[config.mk]
export PLATFORM = sky130hd
export DESIGN_NAME = euclidean_rhythm_sequencer
export DESIGN_NICKNAME = d
export VERILOG_FILES = /design/src/design/ers_pkg.sv /design/src/design/euclidean_rhythm_sequencer.sv /design/src/design/ers_ctrl.sv /design/src/design/ers_datapath.sv
export SDC_FILE = /design/constraint.sdc
export NUM_CORES = 1
export LEC_CHECK = 0
export BUFFER_PORTS_ARGS = -buffer_cell sky130_fd_sc_hd__buf_4
export CAP_MARGIN = 20
export CORE_MARGIN = 2
export CORE_UTILIZATION = 57
export CTS_CLUSTER_SIZE = 16
export DETAILED_ROUTE_END_ITERATION = 12
export GPL_TIMING_DRIVEN = 0
export PLACE_DENSITY_LB_ADDON = 0.25
export SLEW_MARGIN = 20
export SYNTH_ARGS = -nofsm -noshare
export SYNTH_HDL_FRONTEND = slang
export SYNTH_SLANG_ARGS = --single-unit
[constraint.sdc]
create_clock -name i_clk -period 2.8 [get_ports i_clk]
set_input_delay 0.14 -clock i_clk [delete_from_list [all_inputs] [get_ports i_clk]]
set_output_delay 0.14 -clock i_clk [all_outputs]
set_load 0.02 [all_outputs]
[src/design/ers_pkg.sv]
// shared types, codes and constants for the euclidean rhythm sequencer
`default_nettype none

package ers_pkg;

    // field widths fixed by the transaction format
    localparam int OP_W       = 2;
    localparam int AMOUNT_W   = 5;
    localparam int POS_OUT_W  = 5;
    localparam int CFG_W      = 6;
    localparam int CFG_IDX_W  = 1;

    // default pattern capacity and reset values
    localparam int DEF_MAX_STEPS = 32;
    localparam int RESET_STEPS   = 16;
    localparam int RESET_FILLS   = 4;

    // operation codes
    localparam logic [OP_W-1:0] OP_ADVANCE = 2'd0;
    localparam logic [OP_W-1:0] OP_RESTART = 2'd1;
    localparam logic [OP_W-1:0] OP_REBUILD = 2'd2;
    localparam logic [OP_W-1:0] OP_ROTATE  = 2'd3;

    // configuration register indexes
    localparam logic [CFG_IDX_W-1:0] CFG_FILL_COUNT = 1'd0;
    localparam logic [CFG_IDX_W-1:0] CFG_STEP_COUNT = 1'd1;

    typedef struct packed {
        logic [OP_W-1:0]     op;
        logic [AMOUNT_W-1:0] rotate_amount;
    } t_in;

    typedef struct packed {
        logic                 gate;
        logic [POS_OUT_W-1:0] position;
    } t_out;

    // controller to datapath commands
    typedef struct packed {
        logic advance;
        logic restart;
        logic build_init;
        logic build_step;
        logic rot_init;
        logic rot_step;
    } t_cmd;

    // datapath to controller status
    typedef struct packed {
        logic build_done;
        logic rot_done;
    } t_sts;

endpackage

`default_nettype wire

[src/design/euclidean_rhythm_sequencer.sv]
// Euclidean rhythm sequencer: advance and restart give their result the cycle after acceptance.
// Rebuild clears the pattern and walks the shared rounding remainder, placing one hit or
// carrying the position one place per step, until all f hits are placed; rotate turns the
// pattern one place per cycle in the rotator for amount places. One transaction is in flight at
// a time; a new one is taken the cycle after the result is accepted. Synchronous active-low
// reset clears the pattern, sets the active length to 16, the position to 0, registers 4 and 16.
`default_nettype none

module euclidean_rhythm_sequencer
    import ers_pkg::*;
#(
    parameter int MAX_STEPS = DEF_MAX_STEPS
) (
    input  wire logic                 i_clk,
    input  wire logic                 i_rst_n,
    input  wire logic                 i_cfg_we,
    input  wire logic [CFG_IDX_W-1:0] i_cfg_index,
    input  wire logic [CFG_W-1:0]     i_cfg_data,
    input  wire logic                 i_in_valid,
    output logic                      o_in_ready,
    input  wire t_in                  i_in,
    output logic                      o_out_valid,
    input  wire logic                 i_out_ready,
    output t_out                      o_out
);

    t_cmd w_cmd;
    t_sts w_sts;

    // sequencing control
    ers_ctrl u_ctrl (
        .i_clk       (i_clk),
        .i_rst_n     (i_rst_n),
        .i_in_valid  (i_in_valid),
        .i_op        (i_in.op),
        .o_in_ready  (o_in_ready),
        .o_out_valid (o_out_valid),
        .i_out_ready (i_out_ready),
        .o_cmd       (w_cmd),
        .i_sts       (w_sts)
    );

    // pattern state and arithmetic
    ers_datapath #(
        .MAX_STEPS (MAX_STEPS)
    ) u_datapath (
        .i_clk           (i_clk),
        .i_rst_n         (i_rst_n),
        .i_cfg_we        (i_cfg_we),
        .i_cfg_index     (i_cfg_index),
        .i_cfg_data      (i_cfg_data),
        .i_rotate_amount (i_in.rotate_amount),
        .i_cmd           (w_cmd),
        .o_sts           (w_sts),
        .o_out           (o_out)
    );

endmodule

`default_nettype wire

[src/design/ers_ctrl.sv]
// sequencing state machine: accepts a transaction, runs the loop, presents the result
`default_nettype none

module ers_ctrl
    import ers_pkg::*;
(
    input  wire logic            i_clk,
    input  wire logic            i_rst_n,
    input  wire logic            i_in_valid,
    input  wire logic [OP_W-1:0] i_op,
    output logic                 o_in_ready,
    output logic                 o_out_valid,
    input  wire logic            i_out_ready,
    output t_cmd                 o_cmd,
    input  wire t_sts            i_sts
);

    localparam logic [1:0] S_IDLE  = 2'd0;
    localparam logic [1:0] S_BUILD = 2'd1;
    localparam logic [1:0] S_ROT   = 2'd2;
    localparam logic [1:0] S_DONE  = 2'd3;

    logic [1:0] r_state;
    logic [1:0] n_state;
    logic       w_accept;

    assign o_in_ready  = (r_state == S_IDLE);
    assign o_out_valid = (r_state == S_DONE);
    assign w_accept    = i_in_valid && o_in_ready;

    // next state and command decode
    always_comb begin
        n_state = r_state;
        o_cmd   = '0;
        case (r_state)
            S_IDLE: begin
                if (w_accept) begin
                    case (i_op)
                        OP_ADVANCE: begin
                            o_cmd.advance = 1'b1;
                            n_state       = S_DONE;
                        end
                        OP_RESTART: begin
                            o_cmd.restart = 1'b1;
                            n_state       = S_DONE;
                        end
                        OP_REBUILD: begin
                            o_cmd.build_init = 1'b1;
                            n_state          = S_BUILD;
                        end
                        default: begin
                            o_cmd.rot_init = 1'b1;
                            n_state        = S_ROT;
                        end
                    endcase
                end
            end
            S_BUILD: begin
                if (i_sts.build_done) begin
                    n_state = S_DONE;
                end else begin
                    o_cmd.build_step = 1'b1;
                end
            end
            S_ROT: begin
                if (i_sts.rot_done) begin
                    n_state = S_DONE;
                end else begin
                    o_cmd.rot_step = 1'b1;
                end
            end
            S_DONE: begin
                if (i_out_ready) begin
                    n_state = S_IDLE;
                end
            end
            default: begin
                n_state = S_IDLE;
            end
        endcase
    end

    // state register
    always_ff @(posedge i_clk) begin
        if (!i_rst_n) begin
            r_state <= S_IDLE;
        end else begin
            r_state <= n_state;
        end
    end

    // loop steps only happen while their loop is unfinished
    a_build_step_live: assert property (@(posedge i_clk) disable iff (!i_rst_n)
        o_cmd.build_step |-> (r_state == S_BUILD) && !i_sts.build_done)
        else $error("build step issued outside an unfinished rebuild");

    a_rot_step_live: assert property (@(posedge i_clk) disable iff (!i_rst_n)
        o_cmd.rot_step |-> (r_state == S_ROT) && !i_sts.rot_done)
        else $error("rotate step issued outside an unfinished rotate");

    a_result_held: assert property (@(posedge i_clk) disable iff (!i_rst_n)
        (o_out_valid && !i_out_ready) |=> o_out_valid)
        else $error("result dropped before being taken");

endmodule

`default_nettype wire

[src/design/ers_datapath.sv]
// pattern, position and configuration registers with the rebuild and rotate units
`default_nettype none

module ers_datapath
    import ers_pkg::*;
#(
    parameter int MAX_STEPS = DEF_MAX_STEPS
) (
    input  wire logic                 i_clk,
    input  wire logic                 i_rst_n,
    input  wire logic                 i_cfg_we,
    input  wire logic [CFG_IDX_W-1:0] i_cfg_index,
    input  wire logic [CFG_W-1:0]     i_cfg_data,
    input  wire logic [AMOUNT_W-1:0]  i_rotate_amount,
    input  wire t_cmd                 i_cmd,
    output t_sts                      o_sts,
    output t_out                      o_out
);

    // pattern span also covers the reset length
    localparam int SpanW = (MAX_STEPS > RESET_STEPS) ? MAX_STEPS : RESET_STEPS;
    localparam int PW    = $clog2(SpanW);
    localparam int AW    = $clog2(SpanW + 1);
    localparam int CW    = CFG_W + 1;
    localparam int RW    = $clog2(4 * SpanW) + 1;

    logic [CFG_W-1:0]    r_fill_count;
    logic [CFG_W-1:0]    r_step_count;
    logic [SpanW-1:0]    r_pattern;
    logic [SpanW-1:0]    n_pattern;
    logic [AW-1:0]       r_active;
    logic [PW-1:0]       r_pos;
    logic [AW-1:0]       r_fills;
    logic [AW-1:0]       r_idx;
    logic [PW-1:0]       r_where;
    logic [RW-1:0]       r_rem;
    logic [AMOUNT_W-1:0] r_rot_cnt;

    logic [CW-1:0]       w_steps_ext;
    logic [CW-1:0]       w_len;
    logic [CW-1:0]       w_fills_ext;
    logic [CW-1:0]       w_fills;
    logic [RW-1:0]       w_two_f;
    logic [RW-1:0]       w_two_n;
    logic                w_carry;
    logic [SpanW-1:0]    w_marked;
    logic [SpanW-1:0]    w_rotated;

    // clamp step and fill counts for a rebuild
    always_comb begin
        w_steps_ext = CW'(r_step_count);
        w_fills_ext = CW'(r_fill_count);
        if (w_steps_ext == '0) begin
            w_len = CW'(1);
        end else if (w_steps_ext > CW'(MAX_STEPS)) begin
            w_len = CW'(MAX_STEPS);
        end else begin
            w_len = w_steps_ext;
        end
        w_fills = (w_fills_ext > w_len) ? w_len : w_fills_ext;
    end

    // rounding remainder: compare against 2f, add 2n per hit
    assign w_two_f = RW'(r_fills) << 1;
    assign w_two_n = RW'(r_active) << 1;
    assign w_carry = (r_rem >= w_two_f);

    // pattern with the current hit position set
    always_comb begin
        for (int k = 0; k < SpanW; k++) begin
            w_marked[k] = r_pattern[k] || (r_where == PW'(k));
        end
    end

    // one-place right rotation inside the active length
    always_comb begin
        w_rotated[0] = r_pattern[PW'(r_active - AW'(1))];
        for (int k = 1; k < SpanW; k++) begin
            w_rotated[k] = (AW'(k) < r_active) ? r_pattern[k-1] : r_pattern[k];
        end
    end

    always_comb begin
        n_pattern = r_pattern;
        if (i_cmd.build_init) begin
            n_pattern = '0;
        end else if (i_cmd.build_step && !w_carry) begin
            n_pattern = w_marked;
        end else if (i_cmd.rot_step) begin
            n_pattern = w_rotated;
        end
    end

    // configuration registers
    always_ff @(posedge i_clk) begin
        if (!i_rst_n) begin
            r_fill_count <= CFG_W'(RESET_FILLS);
            r_step_count <= CFG_W'(RESET_STEPS);
        end else if (i_cfg_we) begin
            if (i_cfg_index == CFG_FILL_COUNT) begin
                r_fill_count <= i_cfg_data;
            end
            if (i_cfg_index == CFG_STEP_COUNT) begin
                r_step_count <= i_cfg_data;
            end
        end
    end

    // architectural state: pattern, active length, play position
    always_ff @(posedge i_clk) begin
        if (!i_rst_n) begin
            r_pattern <= '0;
            r_active  <= AW'(RESET_STEPS);
            r_pos     <= '0;
        end else begin
            r_pattern <= n_pattern;
            if (i_cmd.build_init) begin
                r_active <= AW'(w_len);
            end
            if (i_cmd.advance) begin
                if ((AW'(r_pos) + AW'(1)) < r_active) begin
                    r_pos <= r_pos + PW'(1);
                end else begin
                    r_pos <= '0;
                end
            end else if (i_cmd.restart) begin
                r_pos <= '0;
            end
        end
    end

    // rebuild walk: one hit or one position carry per cycle
    always_ff @(posedge i_clk) begin
        if (!i_rst_n) begin
            r_fills <= '0;
            r_idx   <= '0;
        end else if (i_cmd.build_init) begin
            r_fills <= AW'(w_fills);
            r_idx   <= '0;
        end else if (i_cmd.build_step && !w_carry) begin
            r_idx <= r_idx + AW'(1);
        end
    end

    always_ff @(posedge i_clk) begin
        if (i_cmd.build_init) begin
            r_where <= '0;
            r_rem   <= RW'(w_fills);
        end else if (i_cmd.build_step) begin
            if (w_carry) begin
                r_rem   <= r_rem - w_two_f;
                r_where <= r_where + PW'(1);
            end else begin
                r_rem <= r_rem + w_two_n;
            end
        end
    end

    // rotate counter: one place per cycle
    always_ff @(posedge i_clk) begin
        if (!i_rst_n) begin
            r_rot_cnt <= '0;
        end else if (i_cmd.rot_init) begin
            r_rot_cnt <= i_rotate_amount;
        end else if (i_cmd.rot_step) begin
            r_rot_cnt <= r_rot_cnt - AMOUNT_W'(1);
        end
    end

    assign o_sts.build_done = (r_idx == r_fills);
    assign o_sts.rot_done   = (r_rot_cnt == '0);

    assign o_out.gate     = r_pattern[r_pos];
    assign o_out.position = POS_OUT_W'(r_pos);

    a_idx_bounded: assert property (@(posedge i_clk) disable iff (!i_rst_n)
        r_idx <= r_fills)
        else $error("hit index ran past the fill count");

    a_hit_in_range: assert property (@(posedge i_clk) disable iff (!i_rst_n)
        (i_cmd.build_step && !w_carry) |-> (AW'(r_where) < r_active))
        else $error("hit placed outside the active length");

    a_cleared_on_init: assert property (@(posedge i_clk) disable iff (!i_rst_n)
        i_cmd.build_init |=> (r_pattern == '0))
        else $error("pattern not cleared at rebuild start");

    a_rot_keeps_hits: assert property (@(posedge i_clk) disable iff (!i_rst_n)
        i_cmd.rot_step |=> ($countones(r_pattern) == $countones($past(r_pattern))))
        else $error("rotation changed the number of hits");

endmodule

`default_nettype wire

Yosys cells after proc, flatten, opt, wreduce, memory -nomap -nowiden
Cells that the tools add are included.
Widths: inputs -> output; s select.
Storage, ports and cells
  flip-flop bits (word level): 87
  latch bits: 0
  memory bits (writable): 0
  bits in read-only memories: 0
  input bits: 19
  output and inout port bits: 8
  memories kept: 0
Operators by class
  $add $sub $neg: 8
  multipliers: 0
  div/mod/pow operators: 0
  $lt $le $gt $ge: 37
  equal/unequal tests: 41
  shift operators: 0
  multiplexer cells: 66
  bitwise operators: 2
  reductions and logical operators: 113
Operators with widths (number)
  $lt 5x6->1 const A: 16
  $eq 5x5->1 const B: 16
  $reduce_bool 2->1: 35
  $reduce_and 2->1: 34
  $mux 32: 2
  $lt 4x6->1 const A: 8
  $mux 1: 43
  $eq 5x4->1 const B: 8
  $logic_or 1x1->1: 32
  $mux 5: 5
  $lt 3x6->1 const A: 4
  $eq 5x3->1 const B: 4
  $mux 6: 3
  $mux 7: 2
  $lt 2x6->1 const A: 2
  $lt 5x6->1 const B: 2
  $add 5x1->5 const B: 2
  $bmux 1 s5: 2
  $eq 5x2->1 const B: 2
  $logic_not 5->1: 2
  $sub 5x1->5 const B: 2
  $add 8x7->8: 1
  $ge 8x7->1: 1
  $mux 2: 4
  25 further kinds: 35

Longest topological paths before layout
Gate-level depths: netlist of the first run.
  depth after elaboration: 6
  gate-level depth with buffers: 11
  depth with buffers taken out: 10

Cells and area by module
From an unflattened synthesis of the first run, not the netlist that was laid out.
Second synthesis, totals
  cells, all modules: 707
  area total of the unflattened synthesis: 6109.6 um^2
Modules (own cells, without submodules)
  ers_datapath: instances 1, cells each 680, area an instance 5875.6 um^2, sequential area each 1771.7 um^2
  ers_ctrl: instances 1, cells each 27, area an instance 234.0 um^2, sequential area each 40.0 um^2

Least setup slack after synthesis of the first run
No wires, ideal clock.
  path type: register to register
  start: register u_datapath.r_active[0]
  end: register u_datapath.r_pattern[0]
  library setup time: 131 ps
  data arrival time: 2459 ps
  data required time: 2669 ps
  setup slack: 210 ps
  cell stages (with the launch flop): 10
  path buffers: 2
  clock period less this slack: 2590 ps
  path through: dfxtp_1 buf_2 inv_1 ha_1 clkbuf_1 mux4_2 mux4_2 nand2b_1 o2111ai_1 mux2i_1
On the way
  word-level cells in the longest chain between the ends: 5
Ends and longest elaborated chain
  from (decl): RTL line ers_datapath.sv:31  | logic [AW-1:0] r_active;
  from (signal assigned): RTL line ers_datapath.sv:113  | r_active <= AW'(RESET_STEPS);
  from (signal assigned): RTL line ers_datapath.sv:118  | r_active <= AW'(w_len);
  $sub 5x1->5: RTL line ers_datapath.sv:77  | w_rotated[0] = r_pattern[PW'(r_active - AW'(1))];
  $bmux 1 s5: RTL line ers_datapath.sv:77
  $mux 1 (implied by the code): RTL line ers_datapath.sv:77
  $mux 32: RTL line ers_datapath.sv:89  | end else if (i_cmd.rot_step) begin
  $mux 32: RTL line ers_datapath.sv:87  | end else if (i_cmd.build_step && !w_carry) begin
  to (signal assigned): RTL line ers_datapath.sv:116  | r_pattern <= n_pattern;
  to (decl): RTL line ers_datapath.sv:29  | logic [SpanW-1:0] r_pattern;
Every way passes these cells. The select of a mux whose other input is x is not followed.
A chain may end at the register's enable or synchronous reset.

==> flow_summary.ini, run 1 <==
[synthesis]
synthSimpleGateAreaFrac_pct = 17.9
syn_inst = 685
synth_fa_ha_area_share_pct = 8.62
synth-compound-area-share_pct = 22.7
async_flop_share_pct = 0
synth_area_um2 = 6120
seq_area_frac_synth_pct = 29.6
synth_edf_count = 7
yosys.area_share.xor_xnor_pct = 3.72
synth_area_leaders = dfxtp_1, ha_1, mux4_2
yosys_register_bits = 87
synth.largest_area_cell = dfxtp_1
syn-num-nets = 745
yosys_most_used_dff = dfxtp_1
synth_top_area_share_pct = 26.2
synth_common_cells = dfxtp_1, nand2_1, inv_1
yosysMostFrequentCell = dfxtp_1
synth.avg_cell_area_um2 = 8.94
synth_top_family_by_area = compound AO/OA/AOI/OAI gates
synthMuxAreaShare_pct = 11.3
yosysWarnings = 0
netlist-cell-type-count = 75

[cts]
h-tree-depth = 3
cts.sinks = 87
cts_buffers = 9
clock_latency_ns = 0.39
cts_setup_buffers = 0
cts_root_buffer = clkbuf_8
clockBufferDepth = 2
cts_tree = done
cts.clk_slew.worst_paths_ns = 0.10

[place]
dp_hpwl_mm = 14.0
post-place-ws_ns = -0.525
io_buffers = 24
gp_congestion = 0.975
post-place-cells = 845

[grt]
grt_first_pass_wirelength_mm = 28.9
antenna_found_initial = 0
grt_pass1_vias = 5327
grt_max_degree = 16
grt_usage_pct = 32.8
grt-ovfl-total = 0

[timing]
final.min_clock_period_ns = 2.70
hold_viol = 0
max_freq_ghz = 0.370
fin_ws_ns = 0.0990
maxSlewViolCount = 0
finClkSkew_ns = 0.0148
setup_viol = 0
grt_setup_unrepaired = false
period_share_pct = 96.5
tightest_slew_ns = 0.822
relSlewSlack_pct = 45.0

[final_layout]
drive_gt1_share_pct = 14.1
stdcell_count = 865
fillerInstances = 882
syn_to_final_growth_pct = 10.6
nets = 784
num_antenna_cells = 0

[floorplan]
initial_core_util_pct = 59.0
dieArea_um2 = 11600
rows = 37
core-area_um2 = 10400
die_height_um = 108
ios = 27
fp.dieW_um = 108

[power_and_ir_drop]
peakVddDrop_mv = 0.403
p_leak_nw = 2.55
p_per_area_nw_per_um2 = 723

[worst_setup_path]
start_kind = flop
path_cells = clkbuf_2 > mux4_2 > mux4_2 > mux2_2 > buf_4
critPathMaxFanout = 10
max_stage_delay_ns = 0.58
worstRegToRegCells = 10
critPathArrivalTime_ns = 2.56
rrSetupSlack_ns = 0.14
path_class = flop to output port
path_buf_inv = 2
r2r_start = u_datapath.r_fills[2]$_SDFFE_PN0P_
r2r_end = u_datapath.r_pattern[3]$_SDFFE_PP0P_
setup.worst_path.end_class = output port
cp_top_family = multiplexers
worstPathRequired_ns = 2.66
cp_common_cell = mux4_2
cp_slowest_cell = mux4_2

[flow_run]
timing.max_cap.violations = 0

[hold_path]
min_path_cells = 2
worstHoldEndpoint = u_datapath.r_rot_cnt[2]$_SDFFE_PN0P_
min_from = i_in[2]
min_path_type = input pin to flop

[routing]
first_pass_iters = 8
routed_wl_mm = 18.6
wire_per_inst_um = 21.5
drt_iter0_drc = 484
drc = 0
avgViaCountPerCell = 6.56
drtAntennaViolNets = 0
num_vias = 5673

[run_status]
run_status = complete, no violations
## through the flow
stage / TNS, ns / util [%] / total power, mW / hold slack [ns] / area (µm²)
after global placement: -0.529 / 62.4 / 3.83 / 0.371 / 6470
final: 0 / 65.3 / 4.90 / 0.0144 / 6770
after detailed placement: -0.525 / 62.4 / 3.91 / 0.378 / 6470
after floorplan: 0 / - / 3.32 / 0.269 / 6120
after CTS: 0 / 64.8 / 4.83 / 0.00371 / 6720
after global routing: 0 / 65.3 / 5.16 / 0.00375 / 6770
## layout by cell type, fill, tap and decap left out, types with 18 or more instances in the layout
cell,netlist,final
a211oi_1,20,20
a21oi_1,33,33
buf_4,4,29
clkbuf_1,26,23
dfxtp_1,80,77
ha_1,39,38
inv_1,44,44
mux2i_1,25,25
mux4_2,18,18
nand2_1,68,68
nand3_1,21,20
nor2_1,39,39
nor2b_1,20,20
nor3_1,21,21
o21ai_0,27,27
## power by group
group	switching (mW)	internal, mW
Combinational	1.36	0.907
Sequential	0.237	1.48
Clock	0.503	0.418
Total	2.10	2.80
## per-layer routing
metal	vias to the layer above	global-route usage, %	part of all wire [%]
met5	-	0	0
met4	0	12.9	3.2
met3	55	5.93	7.5
met2	274	53.3	48
met1	2730	43.4	41
li1	2614	-	-
## cell families after synthesis
family	after synthesis
simple gates	216
buf+inv	87
mux	46
fa+ha+maj	41
flops	87
xor+xnor	26
compound gates	182
## worst max-delay path by stage
stage                                   startpoint                              endpoint  slack, ns  cells past startpoint
2_1_floorplan  u_datapath.r_active[0]$_SDFFE_PN0P_  u_datapath.r_pattern[0]$_SDFFE_PP0P_       0.21                      9
3_3_place_gp   u_datapath.r_active[0]$_SDFFE_PN0P_  u_datapath.r_pattern[0]$_SDFFE_PP0P_      -0.53                      9
3_5_place_dp   u_datapath.r_active[0]$_SDFFE_PN0P_  u_datapath.r_pattern[0]$_SDFFE_PP0P_      -0.53                      9
4_1_cts           u_datapath.r_pos[0]$_SDFFE_PN0P_                              o_out[5]      0.001                      5
5_1_grt         u_datapath.r_fills[2]$_SDFFE_PN0P_  u_datapath.r_pattern[3]$_SDFFE_PP0P_       0.01                     10
6_report          u_datapath.r_pos[1]$_SDFFE_PN0P_                              o_out[5]        0.1                      5
## sequential cells by signal, summed over array words and instances (netlist names)
name                     flops
u_datapath.r_pattern        32
u_datapath.r_rem             8
u_datapath.r_active          6
u_datapath.r_fill_count      6
u_datapath.r_fills           6
u_datapath.r_idx             6
u_datapath.r_step_count      6
u_datapath.r_pos             5
u_datapath.r_rot_cnt         5
u_datapath.r_where           5
u_ctrl.r_state               2
## timing repair
action,4_1_cts,5_1_grt
hold endpoints to repair,4,1
setup endpoints to repair,2,26
pin swaps,0,1
hold buffers,4,1
gates resized for setup,6,11
## layout make-up
type | instances | area (µm²) | area share [%]
multi-input combinational | 511 | 3970 | 58.6
sequential | 87 | 1820 | 26.8
timing repair buffer | 29 | 230 | 3.40
buffer | 41 | 220 | 3.25
tap | 136 | 170 | 2.51
inverter | 45 | 169 | 2.49
clock buffer | 10 | 128 | 1.88
clock inverter | 6 | 68.8 | 1.02
(Power assumes the default switching activity.)
==> run 2, diff against run 1 <==
Settings changed: CORE_UTILIZATION 57 to 58, CTS_BUF_LIST from default to sky130_fd_sc_hd__clkbuf_2.
==> run 2 against run 1 <==
Net effect:
- critical path depth stayed put
- global-route usage is 1.0 points higher
- critical path type unchanged
- largest power group unchanged
- critical endpoint unchanged
- routed wire length is 1.9% higher
- highest routed layer unchanged
- design area is 3.0% higher
- hold slack better by 0.038 ns
- register-to-register slack worse by 0.02 ns
- die area is 1.7% lower
- non-clock buffer count is 29 higher
==> flow_summary.ini, run 2 (same netlist as run 1, synthesis figures left out) <==
[run_status]
run_status = complete, no violations

[worst_setup_path]
worstPathRequired_ns = 2.66
path_cells = buf_6 > mux4_2 > mux4_2 > mux2_4 > buf_6
max_stage_delay_ns = 0.53
rrSetupSlack_ns = 0.12
cp_top_family = multiplexers
path_buf_inv = 2
cp_slowest_cell = mux4_2
critPathArrivalTime_ns = 2.62
path_class = flop to output port
setup.worst_path.end_class = output port
critPathMaxFanout = 3
start_kind = flop
r2r_start = u_datapath.r_rem[4]$_DFFE_PP_
r2r_end = u_datapath.r_rem[4]$_DFFE_PP_
worstRegToRegCells = 7

[timing]
finClkSkew_ns = 0.0384
final.min_clock_period_ns = 2.76
maxSlewViolCount = 0
grt_setup_unrepaired = true
max_freq_ghz = 0.363
period_share_pct = 98.4
fin_ws_ns = 0.0435
relSlewSlack_pct = 55.4
tightest_slew_ns = 0.665
hold_viol = 0
setup_viol = 0

[final_layout]
top_regs = u_datapath.r_pattern: 32 flops, u_datapath.r_rem: 8 flops
largest_reg_flops = 32
mostFrequentLayoutCells = dfxtp_1, nand2_1, inv_1
final_common_cell = dfxtp_1
nets = 813
fillerInstances = 828
drive_gt1_share_pct = 14.9
syn_to_final_growth_pct = 13.9
max_flop_register = u_datapath.r_pattern
num_antenna_cells = 0
final_cell_area_um2 = 6980

[routing]
routed_wl_mm = 18.9
drtAntennaViolNets = 0
drt_iter0_drc = 549
avgViaCountPerCell = 6.55
first_pass_iters = 5
num_vias = 5858
drc = 0
wire_per_inst_um = 21.1

[place]
io_buffers = 24
place_area_um2 = 6470
dp_hpwl_mm = 13.6
post-place-ws_ns = -0.415
gp_congestion = 0.992

[cts]
cts.clk_slew.worst_paths_ns = 0.25
cts.sinks = 87
cts_buffers = 9
h-tree-depth = 3
clockBufferDepth = 2
cts_root_buffer = clkbuf_2
clock_latency_ns = 0.62
cts_tree = done

[power_and_ir_drop]
cellInternalPower_mw = 2.56
p_per_area_nw_per_um2 = 664
power_frac_comb_pct = 50.2
p_sw_mw = 2.07
peakVddDrop_mv = 0.418
p_leak_nw = 2.65
power_mw = 4.63
p_sw_share_pct = 44.8
clock_power_share_pct = 12.7
seq_power_share_pct = 37.1

[hold_path]
min_path_cells = 3
min_from = i_rst_n
worstHoldEndpoint = u_datapath.r_step_count[0]$_SDFFE_PN0P_
min_path_type = input pin to flop

[floorplan]
core-area_um2 = 10300
fp.dieW_um = 107
initial_core_util_pct = 59.6
die_height_um = 107
rows = 37
ios = 27
dieArea_um2 = 11400

[grt]
grt_max_degree = 16
grt_pass1_vias = 5624
grt_usage_pct = 33.9
grt-ovfl-total = 0
grt_first_pass_wirelength_mm = 29.5
antenna_found_initial = 0

[flow_run]
timing.max_cap.violations = 0
## run 2: power by group through the flow
stage          Sequential [mW]  Clock [mW]  Combinational, mW
2_1_floorplan             1.66           0               1.67
5_1_grt                   1.73       0.642               2.52
4_1_cts                   1.70       0.606               2.22
3_5_place_dp              1.73           0               2.15
6_report                  1.72       0.589               2.32
3_3_place_gp              1.72           0               2.08
## run 2: stage by stage
step / cells / hold WS, ns / utilization (%) / setup TNS [ns]
floorplan: 685 / 0.269 / - / 0
global placement: 845 / 0.372 / 63.0 / -0.394
detailed placement: 845 / 0.372 / 63.0 / -0.415
CTS: 886 / 0.00142 / 66.8 / 0
global route: 894 / 0.0665 / 67.9 / -0.0240
finish: 894 / 0.0526 / 67.9 / 0
## run 2: worst max path at each step
stage | start | endpoint | slack (ns) | depth (start not counted)
2_1_floorplan | u_datapath.r_active[0]$_SDFFE_PN0P_ | u_datapath.r_pattern[0]$_SDFFE_PP0P_ | 0.21 | 9
3_3_place_gp | u_datapath.r_active[0]$_SDFFE_PN0P_ | u_datapath.r_pattern[0]$_SDFFE_PP0P_ | -0.39 | 9
3_5_place_dp | u_datapath.r_active[0]$_SDFFE_PN0P_ | u_datapath.r_pattern[0]$_SDFFE_PP0P_ | -0.41 | 9
4_1_cts | u_datapath.r_active[0]$_SDFFE_PN0P_ | u_datapath.r_pattern[0]$_SDFFE_PP0P_ | 0.01 | 10
5_1_grt | u_datapath.r_pos[0]$_SDFFE_PN0P_ | o_out[5] | -0.02 | 5
6_report | u_datapath.r_pos[0]$_SDFFE_PN0P_ | o_out[5] | 0.04 | 5
## run 2: worst min-delay path, delay by kind of cell
family                 cells  cell delay [ns]
buffers and inverters      2             0.33
AO/OA/AOI/OAI              1             0.18
## run 2: layout make-up
type                       count  area (µm²)  area share (%)
buffer                        41         249            3.57
clock buffer                   9        45.0           0.646
clock inverter                 7        47.5           0.682
inverter                      45         173            2.48
multi-input combinational    511        3960            56.8
sequential                    87        1830            26.2
tap                          136         170            2.44
timing repair buffer          58         503            7.21
## run 2: repair_timing
action	4_1_cts	5_1_grt
setup endpoints to repair	2	25
setup buffers	2	8
endpoints found under the hold margin	26	0
hold buffers	24	0
resized for setup	14	15
pin swaps	0	3
## run 2: layer usage
layer	global-route usage, %	wire length [µm]
met1	43.2	7600
met2	54.7	8870
met3	7.42	1600
met4	16.0	833
met5	0	0
==> run 3, diff against run 2 <==
Settings changed: CORE_MARGIN 2 to default, CORE_UTILIZATION 58 to 57, CTS_BUF_LIST sky130_fd_sc_hd__clkbuf_2 to default.
==> run 3 against run 2 <==
Net effect:
- register-to-register slack hardly changed
- critical path depth stayed put
- setup slack better by 0.047 ns
- non-clock buffer count is 27 lower
- cell count is 3.0% lower
- first-iteration DRC count is 9.5% lower
- power is 4.4% higher
- global-route usage is 0.51 points higher
- highest routed layer unchanged
- maximum frequency is 1.7% higher
- combinational power is 4% lower
- via count is 1.2% lower
- routed wire length is 2.5% lower
==> flow_summary.ini, run 3 (same netlist as run 1, synthesis figures left out) <==
[worst_setup_path]
r2r_end = u_datapath.r_pattern[2]$_SDFFE_PP0P_
critPathMaxFanout = 10
r2r_start = u_datapath.r_rem[3]$_DFFE_PP_
critPathArrivalTime_ns = 2.57
rrSetupSlack_ns = 0.12
setup.worst_path.end_class = output port
worstRegToRegCells = 8
worstPathRequired_ns = 2.66
start_kind = flop
path_class = flop to output port

[hold_path]
min_path_type = input pin to flop
worstHoldEndpoint = u_datapath.r_fill_count[0]$_SDFFE_PN0P_
min_path_cells = 3
min_from = i_cfg_data[0]

[power_and_ir_drop]
peakVddDrop_mv = 0.407
p_per_area_nw_per_um2 = 714
p_leak_nw = 2.55

[routing]
drc = 0
drt_iter0_drc = 497
avgViaCountPerCell = 6.68
num_vias = 5788
drtAntennaViolNets = 0
wire_per_inst_um = 21.2
routed_wl_mm = 18.4
first_pass_iters = 7

[final_layout]
num_antenna_cells = 0
seq_area_um2 = 1820
stdcell_count = 867
drive_gt1_share_pct = 13.8
multiInputGateArea_um2 = 3950
mostFrequentLayoutCells = dfxtp_1, nand2_1, inv_1
nets = 786
top_regs = u_datapath.r_pattern: 32 flops, u_datapath.r_rem: 8 flops
max_flop_register = u_datapath.r_pattern
syn_to_final_growth_pct = 10.5
largest_reg_flops = 32
final_common_cell = dfxtp_1
fillerInstances = 904

[cts]
clockBufferDepth = 2
cts_tree = done
cts_root_buffer = clkbuf_8
h-tree-depth = 3
cts.clk_slew.worst_paths_ns = 0.10
cts.sinks = 87
cts_buffers = 9
cts_setup_buffers = 0
clock_latency_ns = 0.39

[grt]
grt_usage_pct = 34.4
grt_max_degree = 15
antenna_found_initial = 0
grt_first_pass_wirelength_mm = 29.3
grt-ovfl-total = 0
grt_pass1_vias = 5599

[place]
gp_congestion = 1.01
post-place-cells = 845
dp_hpwl_mm = 13.9
post-place-ws_ns = -0.400
io_buffers = 24

[floorplan]
core-area_um2 = 10400
fp.dieW_um = 106
rows = 37
initial_core_util_pct = 59.0
die_height_um = 106
dieArea_um2 = 11200
ios = 27

[run_status]
run_status = complete, no violations

[timing]
grt_setup_unrepaired = false
tightest_slew_ns = 0.849
fin_ws_ns = 0.0902
hold_viol = 0
final.min_clock_period_ns = 2.71
finClkSkew_ns = 0.0172
setup_viol = 0
period_share_pct = 96.8
max_freq_ghz = 0.369
relSlewSlack_pct = 43.2
maxSlewViolCount = 0

[flow_run]
timing.max_cap.violations = 0
[run 3: final cells by class]
cell class	count	share of cell area, %
Sequential cell	87	26.8
Clock buffer	11	1.94
Multi-Input combinational cell	511	58.4
Clock inverter	5	0.869
Buffer	41	3.26
Timing Repair Buffer	31	3.70
Tap cell	136	2.52
Inverter	45	2.50
[run 3: timing repair]
action / in CTS / in global routing
endpoints found under the setup margin: 2 / 18
resized for setup: 6 / 8
endpoints found under the hold margin: 7 / 0
gates cloned: 0 / 0
hold buffers: 7 / 0
[run 3: how the worst max path moves through the flow]
stage | startpoint | to | slack, ns | depth (start not counted)
after global placement | u_datapath.r_active[0]$_SDFFE_PN0P_ | u_datapath.r_pattern[0]$_SDFFE_PP0P_ | -0.38 | 9
after global routing | u_datapath.r_rem[3]$_DFFE_PP_ | u_datapath.r_pattern[2]$_SDFFE_PP0P_ | 0.00007 | 8
after CTS | u_datapath.r_pos[0]$_SDFFE_PN0P_ | o_out[5] | 0.04 | 5
after floorplan | u_datapath.r_active[0]$_SDFFE_PN0P_ | u_datapath.r_pattern[0]$_SDFFE_PP0P_ | 0.21 | 9
after detailed placement | u_datapath.r_active[0]$_SDFFE_PN0P_ | u_datapath.r_pattern[0]$_SDFFE_PP0P_ | -0.40 | 9
final | u_datapath.r_pos[0]$_SDFFE_PN0P_ | o_out[5] | 0.09 | 5
[run 3: power breakdown]
part | internal, mW | leakage [nW] | switching, mW
clock network | 0.413 | 0.0895 | 0.481
registers | 1.48 | 0.716 | 0.229
logic | 0.902 | 1.75 | 1.33
total | 2.79 | 2.55 | 2.04
[run 3: routing by layer]
layer,track usage (%),up-vias,wire [µm]
li1,-,2622,-
met1,42.4,2766,7290
met2,54.7,329,8610
met3,8.72,71,1710
met4,19.1,0,816
met5,0,-,0
[run 3: worst max-delay path, stage by stage (launching register included)]
cell     delay [ns]
dfxtp_2        0.49
buf_6          0.21
mux4_2         0.56
mux4_2         0.48
mux2_2         0.27
buf_4          0.16
[run 3: metrics by stage]
| step | power, mW | TNS, ns | area, µm² | hold slack (ns) | util (%) |
|---|---|---|---|---|---|
| floorplan | 3.32 | 0 | 6120 | 0.269 | - |
| global placement | 3.80 | -0.375 | 6470 | 0.372 | 62.4 |
| detailed placement | 3.88 | -0.400 | 6470 | 0.377 | 62.4 |
| CTS | 4.78 | 0 | 6740 | 0.0132 | 65.0 |
| global route | 5.10 | 0 | 6760 | 0.0311 | 65.2 |
| finish | 4.83 | 0 | 6760 | 0.0286 | 65.2 |
